`src/rtl/core/acl_pkg.sv`:
```
// Shared constants, codes and table entry types for the connection admission ACL.
// Used by the rule table, the slot table and the top level; depends on nothing.
package acl_pkg;

  localparam int RULE_COUNT = 16;
  localparam int SLOT_COUNT = 64;

  localparam int RULE_IW = (RULE_COUNT > 1) ? $clog2(RULE_COUNT) : 1;
  localparam int RULE_CW = $clog2(RULE_COUNT + 1);
  localparam int SLOT_IW = (SLOT_COUNT > 1) ? $clog2(SLOT_COUNT) : 1;
  localparam int SLOT_CW = $clog2(SLOT_COUNT + 1);
  localparam int CNT_W   = (SLOT_CW > 10) ? SLOT_CW : 10;

  localparam logic [6:0] SLOT_LIMIT_RST = 7'd64;

  localparam logic [1:0] KIND_RULE    = 2'd0;
  localparam logic [1:0] KIND_CONNECT = 2'd1;
  localparam logic [1:0] KIND_DISC    = 2'd2;

  localparam logic [1:0] ACT_ALLOW  = 2'd0;
  localparam logic [1:0] ACT_ALWAYS = 2'd1;
  localparam logic [1:0] ACT_DENY   = 2'd2;
  localparam logic [1:0] ACT_ERASE  = 2'd3;

  localparam logic [1:0] DEC_ALLOW  = 2'd0;
  localparam logic [1:0] DEC_ALWAYS = 2'd1;
  localparam logic [1:0] DEC_DENY   = 2'd2;

  localparam logic [1:0] ERR_NONE    = 2'd0;
  localparam logic [1:0] ERR_DENIED  = 2'd1;
  localparam logic [1:0] ERR_LIMITED = 2'd2;
  localparam logic [1:0] ERR_INVALID = 2'd3;

  typedef struct packed {
    logic        is_v6;
    logic [63:0] pat_hi;
    logic [63:0] pat_lo;
    logic [63:0] mask_hi;
    logic [63:0] mask_lo;
    logic [1:0]  act;
    logic [9:0]  max_cnt;
  } rule_ent_t;

  typedef struct packed {
    logic        is_v6;
    logic [63:0] addr_hi;
    logic [63:0] addr_lo;
  } slot_ent_t;

  typedef struct packed {
    logic               wr_en;
    logic               erase;
    logic [RULE_IW-1:0] addr;
    rule_ent_t          data;
  } rule_wr_t;

  typedef struct packed {
    logic               wr_en;
    logic               clr_en;
    logic [SLOT_IW-1:0] addr;
    slot_ent_t          data;
  } slot_wr_t;

  function automatic logic rule_hits(rule_ent_t r, logic v6, logic [63:0] hi,
                                     logic [63:0] lo);
    return (r.is_v6 == v6) && ((hi & r.mask_hi) == r.pat_hi) &&
           ((lo & r.mask_lo) == r.pat_lo);
  endfunction

endpackage

```
`src/rtl/core/acl_rule_tbl.sv`:
```
// Rule table: synchronous memory of prefix rules with one registered read port.
// Valid bits sit in flip-flops cleared at reset. Depends on acl_pkg.
module acl_rule_tbl (
  input  logic                        clk,
  input  logic                        rst_n,
  input  acl_pkg::rule_wr_t           wr_i,
  input  logic [acl_pkg::RULE_IW-1:0] rd_addr_i,
  output acl_pkg::rule_ent_t          rd_data_o,
  output logic                        rd_valid_o
);

  acl_pkg::rule_ent_t mem_r [acl_pkg::RULE_COUNT];
  acl_pkg::rule_ent_t rd_data_r;
  logic [acl_pkg::RULE_COUNT-1:0] valid_r;
  logic rd_valid_r;

  always_ff @(posedge clk) begin
    if (wr_i.wr_en && !wr_i.erase) begin
      mem_r[wr_i.addr] <= wr_i.data;
    end
    rd_data_r <= mem_r[rd_addr_i];
  end

  always_ff @(posedge clk) begin
    if (!rst_n) begin
      valid_r    <= '0;
      rd_valid_r <= 1'b0;
    end else begin
      if (wr_i.wr_en) begin
        valid_r[wr_i.addr] <= !wr_i.erase;
      end
      rd_valid_r <= valid_r[rd_addr_i];
    end
  end

  assign rd_data_o  = rd_data_r;
  assign rd_valid_o = rd_valid_r;

endmodule

```
`config.mk`:
```
export PLATFORM = sky130hd
export DESIGN_NAME = acl_rule_tbl
export DESIGN_NICKNAME = d
export VERILOG_FILES = /design/src/rtl/core/acl_pkg.sv /design/src/rtl/core/acl_rule_tbl.sv
export SDC_FILE = /design/constraint.sdc
export NUM_CORES = 2
export LEC_CHECK = 0
export BUFFER_PORTS_ARGS = -buffer_cell sky130_fd_sc_hd__buf_2
export CELL_PAD_IN_SITES_DETAIL_PLACEMENT = 0
export CELL_PAD_IN_SITES_GLOBAL_PLACEMENT = 2
export CORE_UTILIZATION = 27
export CTS_CLUSTER_SIZE = 24
export DETAILED_ROUTE_END_ITERATION = 12
export HOLD_SLACK_MARGIN = 0.06
export PLACE_DENSITY = 0.6
export SYNTH_ARGS = -nofsm -noshare
export SYNTH_HDL_FRONTEND = slang
export SYNTH_MEMORY_MAX_BITS = 65536
export SYNTH_SLANG_ARGS = --single-unit
```
`constraint.sdc`:
```
create_clock -name clk -period 18.1 [get_ports clk]
set_input_delay 3.62 -clock clk [delete_from_list [all_inputs] [get_ports clk]]
set_output_delay 3.62 -clock clk [all_outputs]
set_load 0.03 [all_outputs]
```
# Word-level counts from Yosys, hierarchy flattened
# Memories as Yosys holds them, arrays and structs flattened. A register that Yosys moved wholly into a read port is not among the register bits.
# Index checks and enable logic that the tools add are counted.
[totals]
mem_count = 1
latch_bits = 0
wordCells = 16
mem_bits_rw = 4304
register_bits = 17
out_inout_bits = 270
mem_bits_ro = 0
in_bits = 281
[op_classes]
n_mul = 0
div_mod_pow = 0
bitwise = 0
muxes = 7
n_addsub = 0
eq_ne = 0
order_cmp = 3
n_shift = 0
reduce_logical = 3
[memory_table]
columns = ["memory", "depth", "word_bits", "read_ports", "rd_ports_with_merged_regs", "write_ports", "line_no", "text"]
rows = [
  ["mem_r", 16, 269, 1, 1, 1, "acl_rule_tbl.sv:12", "acl_pkg::rule_ent_t mem_r [acl_pkg::RULE_COUNT];"],
]
[op_table]
columns = ["cell", "count"]
rows = [
  ["16-bit bitwise mux", 1],
  ["4-bit by 5-bit < comparator with 1-bit output (second input constant)", 2],
  ["1-bit binary-select mux with 4-bit select", 1],
  ["1-bit demux with 4-bit select", 1],
  ["4-bit by 1-bit >= comparator with 1-bit output (second input constant)", 1],
  ["1-bit 2-to-1 mux", 4],
  ["1-bit logical AND", 2],
  ["1-bit zero test", 1],
]

# Longest topological paths before layout
[logic_depth]
ltp_word = 5
depth_mapped = 8
depth_no_buf = 4

# Worst setup path before layout
# Ideal clock, no wire load.
[synth_path]
path_type = "in2reg"
start = "input port wr_i[271] (netlist name)"
end = "memory mem_r[3][0] (netlist name) (enable)"
stages = 3
t_arrival_ns = 15.496
setup_time_ns = 0.906
required_time_ns = 17.194
n_path_buf = 0
slack_ns = 1.698
cell_sequence = "nor3b_1 > nand3_1 > nor2_1"
[synth_lines]
columns = ["item", "line_no", "text"]
rows = [
  ["start, declared", "acl_rule_tbl.sv:6", "input acl_pkg::rule_wr_t wr_i,"],
  ["end, declared", "acl_rule_tbl.sv:12", ""],
]
# Straight into the memory's write port.

==> results.toml <==
[cells_and_area]
final_nets = 8007
syn_to_final_growth_pct = 17.5
layout-drive-gt1-share = 0.312

[die]
core_mm2 = 0.615
die_w_um = 788
io_pins = 551
rows = 288
initial_core_util = 0.271
die_y_um = 788
design.die.area_mm2 = 0.620

[clock_network]
cts.path.max_buffers = 4
htree_levels = 5
insertion_delay_ns = 1.02
cts.sinks = 4590
path_clk_slew_ns = 0.06
cts_tree = "yes"
cts_made_buffers = 478
clock-root-buffer = "clkbuf_16"
cts_hold_buf = 0
cts.repair.resized = 0
post_cts_buffers = 0

[power_and_ir_drop]
power.internal_w = 0.0179
powerDensity_mw_per_mm2 = 117
switching_power_w = 0.00499
swShare = 0.218
peakVddDrop_v = 0.0000979
p_seq_frac = 0.518
clkPwrFrac = 0.434
pwr-share-comb = 0.048
p_leak_nw = 61.3

[synthesis]
synth_cell_types = 32
synthArstFlopShare = 0
yosysMostFrequentCell = "edfxtp_1"
synth-seq-cells = 4590
syn_area_per_cell_um2 = 24.1
syn_area_mm2 = 0.167
netlist_instances = 6901
synth_top_area_share = 0.776
synth_edf_count = 4304
synth-seq-area-share = 0.810
yosysTopAreaCell = "edfxtp_1"
syn-num-nets = 7182
synth_flop_cell = "edfxtp_1"
synthTopCellsByCount = "4,304 x edfxtp_1, 1,078 x mux4_2, 334 x a22oi_1"
yosysWarnings = 0
synth_area_leaders = "edfxtp_1 78%, mux4_2 15%, dfxtp_1 3.4%"

[placement]
dp_hpwl_mm = 231
dp_slack_ns = 9.59
portBuffers = 550
gp_congestion = 0.716

[worst_setup_path]
cp_cell_sequence = "buf_8 > buf_4 > buf_12 > buf_4 > buf_4 > mux4_2 > a22oi_1 > nand2_1"
cp-end-kind = "flop"
crit_path_max_incr_delay_ns = 0.96
worstSetupPathType = "input pin to flop"
cp.required_ns = 18.98
cpMostUsedCell = "buf_4"
startpoint_type = "input pin"
critical_path_arrival_ns = 8.42
cp_max_fo = 126
critPathSlowestCell = "buf_4"

[sta]
min_period_over_period = 0.417
worstMarginPinSlew_ns = 1.23
rsz0062_at_grt = "false"
tns_ns = 0
finalHoldViolCount = 0
report.final.slew_viol_count = 0
slew_headroom = 0.175
final-setup-viol-count = 0
post-route-min-period_ns = 7.54
setup_ws_ns = 10.56
fmax_ghz = 0.133
clock_skew_ns = 0.0871

[worst_hold_path]
hold_path_class = "flop to flop"

[route]
wire_per_inst_um = 27.0
drtPass1Iterations = 6
drt-initial-drc-count = 5330
num_vias = 75634
vias_per_cell = 4.64
wl_mm = 441
drc = 0
ant_nets = 0

[grt]
antenna_found_initial = 167
overflow = 0
grt_usage = 0.138
grt_pass1_vias = 80922
grt_pass1_wl_mm = 622
grt_max_degree = 137

[job]
cap_violations = 0

[run_status]
status = "finished clean"
==> registers in the layout, summed over array words and instances, names as in the netlist <==
name and flops:
rd_data_o 269, rd_valid_o 1, valid_r 16, mem_r 4304
==> worst paths after layout <==
check	start	to	slack (ns)	cells after the start
worst max register to register	mem_r[13][191]	rd_data_o[191]	16.52	3
worst min-delay path	valid_r[12]	valid_r[12]	0.53	2
worst min register to register	valid_r[12]	valid_r[12]	0.53	2
worst max-delay path	rd_addr_i[1]	rd_data_o[120]	10.56	8
==> cells by family after synthesis <==
kind of cell,Yosys count,synth area share
AOI/OAI and AO/OA,558,0.0249
and+or+nand+nor,265,0.00663
DFF,4590,0.810
muxes,1118,0.148
buffers and inverters,370,0.0103
==> critical path: cells and delay by family <==
kind,cells,cell delay [ns]
simple gates,1,0.10
compound gates,1,0.26
mux,1,0.42
buf+inv,5,3.38
==> cell usage in the layout, fill, tap and decap left out, drive strengths merged <==
cell / instances
o22ai: 92
a2111oi: 1
dfxtp: 286
mux4: 1078
a31oi: 1
a22oi: 334
or3: 1
and3: 1
and3b: 2
bufinv: 44
clkinvlp: 18
nand2b: 4
nor2: 49
a22o: 46
diode: 29
nor2b: 24
clkbuf: 647
mux2i: 38
nor3: 1
clkinv: 186
nand2: 173
edfxtp: 4304
a41o: 1
nand3: 4
and2: 2
or2: 2
a21oi: 37
nor4b: 1
inv: 12
mux2: 2
a221o: 46
buf: 714
nor3b: 1
==> area by class of cell <==
cell class,instances,area [um^2]
repair buffers,714,4380
fillers,58082,419000
clock inverters,259,2890
diodes,29,72.6
inverters,1,3.75
flip-flops and latches,4590,135000
clock buffers,647,13200
multi-input cells,1941,30100
well taps,8120,10200
==> metal layers <==
layer,wire length [um],part of all wire,track usage,vias to the layer above
met5,338,0.00077,0,-
met4,11000,0.025,0.0300,52
met3,19900,0.045,0.0218,758
met2,231000,0.53,0.252,1913
met1,178000,0.40,0.171,41514
li1,-,-,-,31397
==> through the flow <==
stage,hold WS (ns),cells,cell area [um^2],util,power [W]
6_report,0.530,16301,196000,0.318,0.0229
5_1_grt,0.559,16282,196000,0.318,0.0236
4_1_cts,0.524,16272,196000,0.318,0.0232
3_5_place_dp,0.507,15366,180000,0.292,0.0132
3_3_place_gp,0.510,15366,180000,0.292,0.0132
2_1_floorplan,0.480,6901,167000,-,0.0127
==> power groups by stage <==
stage | Clock, W | Combinational [W] | Sequential (W)
floorplan | 0 | 0.000518 | 0.0122
global placement | 0 | 0.00110 | 0.0121
detailed placement | 0 | 0.00112 | 0.0121
CTS | 0.0102 | 0.00112 | 0.0119
global route | 0.0106 | 0.00117 | 0.0119
finish | 0.00994 | 0.00109 | 0.0119
No activity file was read; power rests on OpenSTA's default activity.
